`src/rtl/dsq_pkg.sv`:
```
// Shared constants, command codes and item types for the d-separation query block.
`default_nettype none

package dsq_pkg;

  localparam int unsigned DSQ_MAX_NODES  = 16;
  localparam int unsigned DSQ_CMD_DEPTH  = 2;
  localparam int unsigned DSQ_RES_DEPTH  = 2;

  localparam int unsigned CMD_W  = 2;
  localparam int unsigned NODE_W = 5;
  localparam int unsigned SET_W  = 16;

  localparam logic [CMD_W-1:0] CMD_ADD    = 2'd0;
  localparam logic [CMD_W-1:0] CMD_REMOVE = 2'd1;
  localparam logic [CMD_W-1:0] CMD_QUERY  = 2'd2;
  localparam logic [CMD_W-1:0] CMD_CLEAR  = 2'd3;

  localparam logic [NODE_W-1:0] NUM_NODES_RESET = 5'd16;

  typedef enum logic [2:0] {
    OP_NOP,
    OP_ADD,
    OP_REMOVE,
    OP_QUERY,
    OP_CLEAR
  } dsq_op_e;

  // classified command as it travels from front end to engine
  typedef struct packed {
    dsq_op_e           op;
    logic [NODE_W-1:0] count;
  } dsq_ctrl_t;

endpackage

`default_nettype wire

```
`src/rtl/dag_d_separation_query.sv`:
```
// Top level of the d-separation query block: config register, queues, front end and engine.
`default_nettype none

// Holds a directed graph of up to MAX_NODES nodes as an edge matrix and answers
// d-separation queries on it. Commands enter a short command queue and results
// leave through a result queue, so both sides may stall freely; one result beat
// comes out for every command, in order. The engine takes one command at a time:
// an edge add, remove, clear or ignored edit goes straight to the result; a query
// runs Pc closure sweeps, until both ancestor closures settle (at least 1, at
// most n), then Pb Bayes-ball sweeps, until the visited sets settle (at least 1,
// at most 2n), where n is the node count in use; the engine visits one node per
// cycle of each sweep. num_nodes may be written only while no command is in
// flight.
module dag_d_separation_query
  import dsq_pkg::*;
#(
  parameter int unsigned MAX_NODES = DSQ_MAX_NODES,
  parameter int unsigned CMD_DEPTH = DSQ_CMD_DEPTH,
  parameter int unsigned RES_DEPTH = DSQ_RES_DEPTH
) (
  input  wire logic              clk_i,
  input  wire logic              rst_ni,
  input  wire logic              push,
  output logic                   full,
  input  wire logic [CMD_W-1:0]  command_i,
  input  wire logic [NODE_W-1:0] from_node_i,
  input  wire logic [NODE_W-1:0] to_node_i,
  input  wire logic [SET_W-1:0]  set_x_i,
  input  wire logic [SET_W-1:0]  set_y_i,
  input  wire logic [SET_W-1:0]  set_z_i,
  output logic                   empty,
  input  wire logic              pop,
  output logic                   separated_o,
  input  wire logic              cfg_valid_i,
  output logic                   cfg_ready_o,
  input  wire logic [NODE_W-1:0] cfg_data_i
);

  localparam int unsigned NW    = MAX_NODES;
  localparam int unsigned IW    = $clog2(MAX_NODES);
  localparam int unsigned ITEM_W = $bits(dsq_ctrl_t) + 2 * IW + 4 * NW;

  logic [NODE_W-1:0] num_nodes_q;

  dsq_ctrl_t         f_ctrl, q_ctrl;
  logic [IW-1:0]     f_from, f_to, q_from, q_to;
  logic [NW-1:0]     f_mask, f_x, f_y, f_z, q_mask, q_x, q_y, q_z;
  logic [ITEM_W-1:0] item_wr, item_rd;
  logic              cmd_empty, cmd_pop;
  logic              res_full, res_push, res_bit;

  assign cfg_ready_o = 1'b1;

  always_ff @(posedge clk_i or negedge rst_ni) begin
    if (!rst_ni) begin
      num_nodes_q <= NUM_NODES_RESET;
    end else if (cfg_valid_i && cfg_ready_o) begin
      num_nodes_q <= cfg_data_i;
    end
  end

  dsq_front #(
    .MAX_NODES (MAX_NODES)
  ) u_front (
    .command_i   (command_i),
    .from_node_i (from_node_i),
    .to_node_i   (to_node_i),
    .set_x_i     (set_x_i),
    .set_y_i     (set_y_i),
    .set_z_i     (set_z_i),
    .num_nodes_i (num_nodes_q),
    .ctrl_o      (f_ctrl),
    .from_idx_o  (f_from),
    .to_idx_o    (f_to),
    .mask_o      (f_mask),
    .set_x_o     (f_x),
    .set_y_o     (f_y),
    .set_z_o     (f_z)
  );

  assign item_wr = {f_ctrl, f_from, f_to, f_mask, f_x, f_y, f_z};
  assign {q_ctrl, q_from, q_to, q_mask, q_x, q_y, q_z} = item_rd;

  dsq_fifo #(
    .W     (ITEM_W),
    .DEPTH (CMD_DEPTH)
  ) u_cmd_fifo (
    .clk_i   (clk_i),
    .rst_ni  (rst_ni),
    .push_i  (push),
    .data_i  (item_wr),
    .full_o  (full),
    .pop_i   (cmd_pop),
    .data_o  (item_rd),
    .empty_o (cmd_empty)
  );

  dsq_engine #(
    .MAX_NODES (MAX_NODES)
  ) u_engine (
    .clk_i       (clk_i),
    .rst_ni      (rst_ni),
    .cmd_empty_i (cmd_empty),
    .cmd_pop_o   (cmd_pop),
    .ctrl_i      (q_ctrl),
    .from_idx_i  (q_from),
    .to_idx_i    (q_to),
    .mask_i      (q_mask),
    .set_x_i     (q_x),
    .set_y_i     (q_y),
    .set_z_i     (q_z),
    .res_full_i  (res_full),
    .res_push_o  (res_push),
    .res_data_o  (res_bit)
  );

  dsq_fifo #(
    .W     (1),
    .DEPTH (RES_DEPTH)
  ) u_res_fifo (
    .clk_i   (clk_i),
    .rst_ni  (rst_ni),
    .push_i  (res_push),
    .data_i  (res_bit),
    .full_o  (res_full),
    .pop_i   (pop),
    .data_o  (separated_o),
    .empty_o (empty)
  );

endmodule

`default_nettype wire

```
`src/rtl/dsq_fifo.sv`:
```
// Small register FIFO used for the command queue and the result queue.
`default_nettype none

module dsq_fifo
  import dsq_pkg::*;
#(
  parameter int unsigned W     = 1,
  parameter int unsigned DEPTH = 2
) (
  input  wire logic         clk_i,
  input  wire logic         rst_ni,
  input  wire logic         push_i,
  input  wire logic [W-1:0] data_i,
  output logic              full_o,
  input  wire logic         pop_i,
  output logic [W-1:0]      data_o,
  output logic              empty_o
);

  localparam int unsigned PW = (DEPTH > 1) ? $clog2(DEPTH) : 1;
  localparam int unsigned CW = $clog2(DEPTH + 1);

  logic [W-1:0]  mem_q [DEPTH];
  logic [PW-1:0] wr_ptr_q, wr_ptr_d, rd_ptr_q, rd_ptr_d;
  logic [CW-1:0] cnt_q, cnt_d;
  logic          do_push, do_pop;

  assign full_o  = (cnt_q == CW'(DEPTH));
  assign empty_o = (cnt_q == '0);
  assign do_push = push_i && !full_o;
  assign do_pop  = pop_i && !empty_o;
  assign data_o  = mem_q[rd_ptr_q];

  always_comb begin
    wr_ptr_d = wr_ptr_q;
    rd_ptr_d = rd_ptr_q;
    cnt_d    = cnt_q;
    if (do_push) begin
      wr_ptr_d = (wr_ptr_q == PW'(DEPTH - 1)) ? '0 : PW'(wr_ptr_q + 1'b1);
    end
    if (do_pop) begin
      rd_ptr_d = (rd_ptr_q == PW'(DEPTH - 1)) ? '0 : PW'(rd_ptr_q + 1'b1);
    end
    if (do_push && !do_pop) begin
      cnt_d = CW'(cnt_q + 1'b1);
    end else if (do_pop && !do_push) begin
      cnt_d = CW'(cnt_q - 1'b1);
    end
  end

  always_ff @(posedge clk_i) begin
    if (do_push) begin
      mem_q[wr_ptr_q] <= data_i;
    end
  end

  always_ff @(posedge clk_i or negedge rst_ni) begin
    if (!rst_ni) begin
      wr_ptr_q <= '0;
      rd_ptr_q <= '0;
      cnt_q    <= '0;
    end else begin
      wr_ptr_q <= wr_ptr_d;
      rd_ptr_q <= rd_ptr_d;
      cnt_q    <= cnt_d;
    end
  end

endmodule

`default_nettype wire

```
`src/rtl/dsq_front.sv`:
```
// Front end: decodes and checks each command, trims node sets to the nodes in use.
`default_nettype none

module dsq_front
  import dsq_pkg::*;
#(
  parameter int unsigned MAX_NODES = DSQ_MAX_NODES
) (
  input  wire logic [CMD_W-1:0]  command_i,
  input  wire logic [NODE_W-1:0] from_node_i,
  input  wire logic [NODE_W-1:0] to_node_i,
  input  wire logic [SET_W-1:0]  set_x_i,
  input  wire logic [SET_W-1:0]  set_y_i,
  input  wire logic [SET_W-1:0]  set_z_i,
  input  wire logic [NODE_W-1:0] num_nodes_i,
  output dsq_ctrl_t              ctrl_o,
  output logic [$clog2(MAX_NODES)-1:0] from_idx_o,
  output logic [$clog2(MAX_NODES)-1:0] to_idx_o,
  output logic [MAX_NODES-1:0]   mask_o,
  output logic [MAX_NODES-1:0]   set_x_o,
  output logic [MAX_NODES-1:0]   set_y_o,
  output logic [MAX_NODES-1:0]   set_z_o
);

  localparam int unsigned NW = MAX_NODES;
  localparam int unsigned IW = $clog2(MAX_NODES);

  logic [NODE_W-1:0]     count;
  logic                  edge_ok;
  logic [NW+SET_W-1:0]   x_ext, y_ext, z_ext;

  assign count = (num_nodes_i > NODE_W'(MAX_NODES)) ? NODE_W'(MAX_NODES) : num_nodes_i;

  assign edge_ok = (from_node_i != '0) && (from_node_i <= NODE_W'(MAX_NODES)) &&
                   (to_node_i != '0) && (to_node_i <= NODE_W'(MAX_NODES));

  assign from_idx_o = IW'(from_node_i - 1'b1);
  assign to_idx_o   = IW'(to_node_i - 1'b1);

  always_comb begin
    for (int i = 0; i < NW; i++) begin
      mask_o[i] = (NODE_W'(i) < count);
    end
  end

  // sets are SET_W wide; widen or cut to the node count of the build
  assign x_ext   = {{NW{1'b0}}, set_x_i};
  assign y_ext   = {{NW{1'b0}}, set_y_i};
  assign z_ext   = {{NW{1'b0}}, set_z_i};
  assign set_x_o = x_ext[NW-1:0] & mask_o;
  assign set_y_o = y_ext[NW-1:0] & mask_o;
  assign set_z_o = z_ext[NW-1:0] & mask_o;

  always_comb begin
    ctrl_o.count = count;
    case (command_i)
      CMD_ADD:    ctrl_o.op = edge_ok ? OP_ADD : OP_NOP;
      CMD_REMOVE: ctrl_o.op = edge_ok ? OP_REMOVE : OP_NOP;
      CMD_QUERY:  ctrl_o.op = OP_QUERY;
      CMD_CLEAR:  ctrl_o.op = OP_CLEAR;
      default:    ctrl_o.op = OP_NOP;
    endcase
  end

endmodule

`default_nettype wire

```
`src/rtl/dsq_engine.sv`:
```
// Back end: edge matrix, ancestor closure sweeps and Bayes-ball reachability sweeps.
`default_nettype none

module dsq_engine
  import dsq_pkg::*;
#(
  parameter int unsigned MAX_NODES = DSQ_MAX_NODES
) (
  input  wire logic                         clk_i,
  input  wire logic                         rst_ni,
  input  wire logic                         cmd_empty_i,
  output logic                              cmd_pop_o,
  input  wire dsq_ctrl_t                    ctrl_i,
  input  wire logic [$clog2(MAX_NODES)-1:0] from_idx_i,
  input  wire logic [$clog2(MAX_NODES)-1:0] to_idx_i,
  input  wire logic [MAX_NODES-1:0]         mask_i,
  input  wire logic [MAX_NODES-1:0]         set_x_i,
  input  wire logic [MAX_NODES-1:0]         set_y_i,
  input  wire logic [MAX_NODES-1:0]         set_z_i,
  input  wire logic                         res_full_i,
  output logic                              res_push_o,
  output logic                              res_data_o
);

  localparam int unsigned NW = MAX_NODES;
  localparam int unsigned IW = $clog2(MAX_NODES);

  typedef enum logic [1:0] {
    ST_IDLE,
    ST_CLOSE,
    ST_BALL,
    ST_RESULT
  } state_e;

  state_e            state_q, state_d;
  logic [NW-1:0]     adj_q [NW];   // row t: heads of edges t -> h
  logic [NW-1:0]     adj_d [NW];
  logic [NW-1:0]     par_q [NW];   // row h: tails of edges t -> h
  logic [NW-1:0]     par_d [NW];
  logic [IW-1:0]     idx_q, idx_d;
  logic              changed_q, changed_d;
  logic [NODE_W-1:0] count_q, count_d;
  logic [NW-1:0]     mask_q, mask_d;
  logic [NW-1:0]     x_q, x_d, y_q, y_d, z_q, z_d;
  logic [NW-1:0]     anc_z_q, anc_z_d, anc_all_q, anc_all_d;
  logic [NW-1:0]     up_q, up_d, down_q, down_d;
  logic              res_q, res_d;

  logic [NW-1:0]     row_adj, row_par;
  logic              last;

  assign row_adj = adj_q[idx_q];
  assign row_par = par_q[idx_q];
  assign last    = (NODE_W'(idx_q) == NODE_W'(count_q - 1'b1));

  assign res_data_o = res_q;

  always_comb begin
    logic [NW-1:0] pa, ch, az_n, aa_n, up_n, down_n;
    logic          chg;

    state_d   = state_q;
    adj_d     = adj_q;
    par_d     = par_q;
    idx_d     = idx_q;
    changed_d = changed_q;
    count_d   = count_q;
    mask_d    = mask_q;
    x_d       = x_q;
    y_d       = y_q;
    z_d       = z_q;
    anc_z_d   = anc_z_q;
    anc_all_d = anc_all_q;
    up_d      = up_q;
    down_d    = down_q;
    res_d     = res_q;
    cmd_pop_o  = 1'b0;
    res_push_o = 1'b0;
    pa     = '0;
    ch     = '0;
    az_n   = anc_z_q;
    aa_n   = anc_all_q;
    up_n   = up_q;
    down_n = down_q;
    chg    = changed_q;

    case (state_q)
      ST_IDLE: begin
        if (!cmd_empty_i) begin
          cmd_pop_o = 1'b1;
          res_d     = 1'b0;
          state_d   = ST_RESULT;
          case (ctrl_i.op)
            OP_ADD: begin
              adj_d[from_idx_i][to_idx_i] = 1'b1;
              par_d[to_idx_i][from_idx_i] = 1'b1;
            end
            OP_REMOVE: begin
              adj_d[from_idx_i][to_idx_i] = 1'b0;
              par_d[to_idx_i][from_idx_i] = 1'b0;
            end
            OP_CLEAR: begin
              for (int i = 0; i < NW; i++) begin
                adj_d[i] = '0;
                par_d[i] = '0;
              end
            end
            OP_QUERY: begin
              count_d   = ctrl_i.count;
              mask_d    = mask_i;
              x_d       = set_x_i;
              y_d       = set_y_i;
              z_d       = set_z_i;
              anc_z_d   = set_z_i;
              anc_all_d = set_x_i | set_y_i | set_z_i;
              idx_d     = '0;
              changed_d = 1'b0;
              if (ctrl_i.count == '0) begin
                res_d = 1'b1;
              end else begin
                state_d = ST_CLOSE;
              end
            end
            default: ;
          endcase
        end
      end

      // both closures share one sweep, one node a cycle, repeated until stable
      ST_CLOSE: begin
        pa   = row_par & mask_q;
        az_n = anc_z_q | (anc_z_q[idx_q] ? pa : '0);
        aa_n = anc_all_q | (anc_all_q[idx_q] ? pa : '0);
        chg  = changed_q || (az_n != anc_z_q) || (aa_n != anc_all_q);
        anc_z_d   = az_n;
        anc_all_d = aa_n;
        if (last) begin
          idx_d     = '0;
          changed_d = 1'b0;
          if (!chg) begin
            up_d    = x_q;
            down_d  = '0;
            state_d = ST_BALL;
          end
        end else begin
          idx_d     = IW'(idx_q + 1'b1);
          changed_d = chg;
        end
      end

      ST_BALL: begin
        pa     = row_par & mask_q & anc_all_q;
        ch     = row_adj & mask_q & anc_all_q;
        up_n   = up_q;
        down_n = down_q;
        if (up_q[idx_q] && !z_q[idx_q]) begin
          up_n   = up_n | pa;
          down_n = down_n | ch;
        end
        // a self-loop may have just marked this node downward
        if (down_n[idx_q]) begin
          if (!z_q[idx_q]) begin
            down_n = down_n | ch;
          end
          if (anc_z_q[idx_q]) begin
            up_n = up_n | pa;
          end
        end
        chg    = changed_q || (up_n != up_q) || (down_n != down_q);
        up_d   = up_n;
        down_d = down_n;
        if (last) begin
          idx_d     = '0;
          changed_d = 1'b0;
          if (!chg) begin
            res_d   = (((up_n | down_n) & y_q) == '0);
            state_d = ST_RESULT;
          end
        end else begin
          idx_d     = IW'(idx_q + 1'b1);
          changed_d = chg;
        end
      end

      ST_RESULT: begin
        res_push_o = !res_full_i;
        if (!res_full_i) begin
          state_d = ST_IDLE;
        end
      end

      default: state_d = ST_IDLE;
    endcase
  end

  always_ff @(posedge clk_i or negedge rst_ni) begin
    if (!rst_ni) begin
      state_q   <= ST_IDLE;
      for (int i = 0; i < NW; i++) begin
        adj_q[i] <= '0;
        par_q[i] <= '0;
      end
      idx_q     <= '0;
      changed_q <= 1'b0;
      count_q   <= '0;
      mask_q    <= '0;
      x_q       <= '0;
      y_q       <= '0;
      z_q       <= '0;
      anc_z_q   <= '0;
      anc_all_q <= '0;
      up_q      <= '0;
      down_q    <= '0;
      res_q     <= 1'b0;
    end else begin
      state_q   <= state_d;
      adj_q     <= adj_d;
      par_q     <= par_d;
      idx_q     <= idx_d;
      changed_q <= changed_d;
      count_q   <= count_d;
      mask_q    <= mask_d;
      x_q       <= x_d;
      y_q       <= y_d;
      z_q       <= z_d;
      anc_z_q   <= anc_z_d;
      anc_all_q <= anc_all_d;
      up_q      <= up_d;
      down_q    <= down_d;
      res_q     <= res_d;
    end
  end

  a_idx_in_range : assert property (@(posedge clk_i) disable iff (!rst_ni)
    (state_q == ST_CLOSE || state_q == ST_BALL) |-> (NODE_W'(idx_q) < count_q))
    else $error("node index beyond the node count");

  a_anc_nested : assert property (@(posedge clk_i) disable iff (!rst_ni)
    (state_q == ST_CLOSE || state_q == ST_BALL) |-> ((anc_z_q & ~anc_all_q) == '0))
    else $error("ancestors of Z not inside ancestors of X, Y and Z");

  a_ball_in_mask : assert property (@(posedge clk_i) disable iff (!rst_ni)
    (state_q == ST_BALL) |-> (((up_q | down_q) & ~mask_q) == '0))
    else $error("ball reached a node outside the count");

  a_ball_grows : assert property (@(posedge clk_i) disable iff (!rst_ni)
    (state_q == ST_BALL && $past(state_q) == ST_BALL) |->
      (($past(up_q) & ~up_q) == '0 && ($past(down_q) & ~down_q) == '0))
    else $error("visited sets shrank during a sweep");

  a_push_room : assert property (@(posedge clk_i) disable iff (!rst_ni)
    res_push_o |-> (!res_full_i && state_q == ST_RESULT))
    else $error("result beat pushed without room");

endmodule

`default_nettype wire
```
`config.mk`:
```
export PLATFORM = sky130hd
export DESIGN_NAME = dag_d_separation_query
export DESIGN_NICKNAME = d
export VERILOG_FILES = /design/src/rtl/dsq_pkg.sv /design/src/rtl/dag_d_separation_query.sv /design/src/rtl/dsq_fifo.sv /design/src/rtl/dsq_front.sv /design/src/rtl/dsq_engine.sv
export SDC_FILE = /design/constraint.sdc
export NUM_CORES = 2
export LEC_CHECK = 0
export BUFFER_PORTS_ARGS = -buffer_cell sky130_fd_sc_hd__buf_2
export CAP_MARGIN = 20
export CORE_UTILIZATION = 53
export CTS_CLUSTER_DIAMETER = 30
export DETAILED_ROUTE_END_ITERATION = 8
export HOLD_SLACK_MARGIN = 0.1
export PLACE_DENSITY = 0.75
export SYNTH_ARGS = -nofsm -noshare
export SYNTH_HDL_FRONTEND = slang
export SYNTH_SLANG_ARGS = --single-unit
export TNS_END_PERCENT = 50
```
`constraint.sdc`:
```
create_clock -name clk_i -period 7.2 [get_ports clk_i]
set_clock_uncertainty 0.15 [all_clocks]
set_input_delay 0.72 -clock clk_i [delete_from_list [all_inputs] [get_ports clk_i]]
set_output_delay 0.72 -clock clk_i [all_outputs]
set_load 0.1 [all_outputs]
```
==> summary.md <==
| Metric | Value |
|---|---|
| Result of the run | finished, final reports clean |
| Flip-flop cell with the highest count after synthesis | dfrtp_1 |
| # IOs | 74 |
| TritonCTS clock tree | yes |
| Top area cells in the synthesized netlist | dfrtp_1 42%, edfxtp_1 12%, o21ai_0 11% |
| Total power density per cell area | 397 nW/µm² |
| Resized Gates After CTS | 0 |
| Area growth, synth to finish | 16.1% |
| Setup repair after global routing missed its margin | no |
| Synth unique cells | 92 |
| Lkg Pwr | around 19 nW |
| Initial antenna violation count | 3 |
| Area of the die | 76600 µm² |
| Placed wire-length estimate after detailed placement | 85400 µm |
| Maxcap violations | 0 |
| Number of DRC violations after detailed routing | 0 |
| Commonest cells after routing, fill and taps aside | 891 x o21ai_0, 704 x nand2_1, 660 x dfrtp_1 |
| Critical Path Source Type | flop |
| Port-buffer cells | 72 |
| Critical path data arrival time | 6020 ps |
| Placement Rows | 100 |
| Final Slew Violations | 0 |
| Clock buffer count from CTS | 157 |
| Top cell type by total area after synthesis | dfrtp_1 |
| Max Fclk | between 0.15 and 0.2 GHz |
| Worst setup path category | flop to flop |
| Number of DRC violations after detailed-routing iteration 0 | 4560 |
| Initial core utilization | 0.536 |
| CTS Root Buffer Type | clkbuf_16 |
| Async S/R FF share, synth | 0.806 |
| Crit share post-route | 0.773 |
| Vias per cell | between 6 and 7 |
| Total standard cell area after synthesis | 40000 µm² |
| Via total after detailed routing | 33.4k |
| Pin slew with the least headroom to its limit | roughly 1300 ps |
| Number of global-route vias before repair | 32.3k |
| Syn_nets | 4080 |
| Cells after synthesis | 4000 |
| H-tree level count | 4 |
| Fraction of the core area covered by cells at the end of the flow | 0.623 |
| Horizontal extent of the die | 277 µm |
| Register clock-pin slew on the reported worst setup and hold paths | roughly 50 ps |
| Final Critical Period | 5560 ps |
| Register bit total from synthesis | 825 |
| Worst-case setup slack after placement | 1730 ps |
| Final setup violation count | 0 |
| IR drop worst, VDD | 0.000328 V |
| Final antenna diode count | 0 |
| Remaining global-route overflow | 0 |
| Total Wirelength | 130000 µm |
| Endpoint class of the critical path | flop |
| Hold Path Class | input pin to flop |
| First-pass GRT wire length | just under 200000 µm |
| DR WL/cell | 25.5 µm |
| Number of iterations in the first detailed-routing pass | 7 |
| Antenna-violating nets left | 0 |
| Share of post-route cells with drive strength above 1 | 0.144 |
| Post-CTS setup buffer count | 0 |
| Die outline height | 277 µm |
| Post-synth EDFFs | between 150 and 200 |
| Count of synthesis-stage warnings from yosys | 0 |
| Top cell type's share of synthesized area | 0.415 |
| Total GRT Usage | 0.341 |
| Final estimated routing congestion in global placement | 1.03 |
| Critical Path Fanout Max | 54 |
| Layout Nets | 4075 |
| Clock latency of the later-clocked register in the worst-skew pair | 750 ps |
| Relative max-transition margin | 0.147 |
| Hold violation total from the final report | 0 |
| Most frequent standard cell in the layout excluding fill and tap cells | o21ai_0 |
| Part of the Yosys area used for sequential elements | 0.536 |
| Final total power | 18.4 mW |
| Clock sink count | between 800 and 900 |
| Post-Route Setup TNS | 0 ps |
| Core outline area | between 70000 and 80000 µm² |
| Post-Syn Area per Cell | ~10 µm² |
| Clock Path Buffers | 3 |
| Critical path required time | 7650 ps |
| Minimum setup slack in the final design | 1640 ps |
| Pin count of the biggest net entering global routing | around 250 |
## sequential cells by signal, summed over array words and instances, names as in the netlist
signal	count
u_engine.res_data_o	1
u_engine.x_q	16
u_engine.y_q	16
u_res_fifo.wr_ptr_q	1
u_engine.adj_q	256
u_cmd_fifo.cnt_q	2
u_engine.anc_all_q	16
u_engine.changed_q	1
u_engine.down_q	16
u_engine.z_q	16
u_engine.par_q	256
u_res_fifo.mem_q	2
u_engine.idx_q	4
u_res_fifo.rd_ptr_q	1
num_nodes_q	5
u_res_fifo.cnt_q	2
u_engine.mask_q	16
u_cmd_fifo.rd_ptr_q	1
u_engine.up_q	16
u_cmd_fifo.wr_ptr_q	1
u_cmd_fifo.mem_q	158
u_engine.count_q	4
u_engine.anc_z_q	16
u_engine.state_q	2
## per-stage QoR
| stage | hold WS [ps] | instances | instance area (µm²) |
|---|---|---|---|
| after global placement | 304 | 4787 | 40700 |
| final | 135 | 5096 | 46400 |
| after CTS | 102 | 5087 | 46300 |
| after detailed placement | 316 | 4790 | 40800 |
| after global routing | 124 | 5096 | 46400 |
| after floorplan | 274 | 4000 | 40000 |
## final cells by class
class	instances	area, µm²
well taps	969	1210
multi-input cells	2800	16900
fillers	5739	28100
inverters	62	233
repair buffers	149	1140
clock buffers	199	4400
clock inverters	92	1050
flip-flops and latches	825	21500
## logic make-up after synthesis
family                     count (synthesis)  share of synthesized area
other                                      1                  0.0000938
muxes                                    284                      0.114
xor gates and xnor gates                  23                    0.00504
DFF                                      825                      0.536
AOI/OAI and AO/OA                       1204                      0.167
adders and majority gates                 10                    0.00313
buffers and inverters                    375                     0.0412
and+or+nand+nor                         1278                      0.133
## Yosys cell counts, drive strengths merged (15+ instances only)
master and n:
buf 57, dfrtp 664, nand2 707, and2 25
nor2b 42, edfxtp 160, nor3 20, clkbuf 256
o21ai 902, mux2i 139, a21oi 111, nor2 348
inv 61, a22oi 19, mux4 133, nand3 54
o31ai 15, and3 30
## worst max-delay path, stage by stage (launching register included)
cell       delay [ps]
dfrtp_4           990
buf_4             490
mux4_2            290
mux2i_1           150
o31ai_1          1020
a21oi_1           170
o221ai_1          430
o31ai_4           200
o21ai_1           540
buf_4             310
a221oi_1          110
o2111a_1          300
nand4_1           120
a2bb2oi_1          70
## report_power, final
part	internal, mW	leakage (nW)	switching, mW	total, mW
Sequential	5.46	10.5	0.865	6.33
Clock	4.88	2.66	2.54	7.42
Combinational	1.46	5.77	3.20	4.67
## timing repair
action                                 in CTS  in global routing
setup endpoints to repair                   0                  0
hold buffers                                6                  0
endpoints found under the hold margin     105                  0
## path summary, 6_finish.rpt
kind	start	to	slack (ps)	depth (start not counted)
min in group asynchronous	rst_ni	u_engine.adj_q[252]$_DFFE_PN0P_	500	2
setup / recovery	u_engine.idx_q[1]$_DFFE_PN0P_	u_engine.res_data_o$_DFFE_PN0P_	1640	13
hold reg to reg	u_engine.par_q[203]$_DFFE_PN0P_	u_engine.par_q[203]$_DFFE_PN0P_	320	2
max in group asynchronous	rst_ni	u_cmd_fifo.rd_ptr_q$_DFFE_PN0P_	4910	3
hold / removal	to_node_i[0]	u_cmd_fifo.mem_q[1][64]$_DFFE_PP_	140	2
setup reg to reg	u_engine.idx_q[1]$_DFFE_PN0P_	u_engine.res_data_o$_DFFE_PN0P_	1640	13
## per-layer routing
| layer | up-vias | track usage | share of wire |
|---|---|---|---|
| li1 | 14200 | - | - |
| met1 | 16600 | 0.474 | 0.39 |
| met2 | 2117 | 0.497 | 0.44 |
| met3 | 374 | 0.100 | 0.12 |
| met4 | 4 | 0.156 | 0.047 |
| met5 | - | 0 | 0.00018 |
No activity file was read; power rests on OpenSTA's default activity.
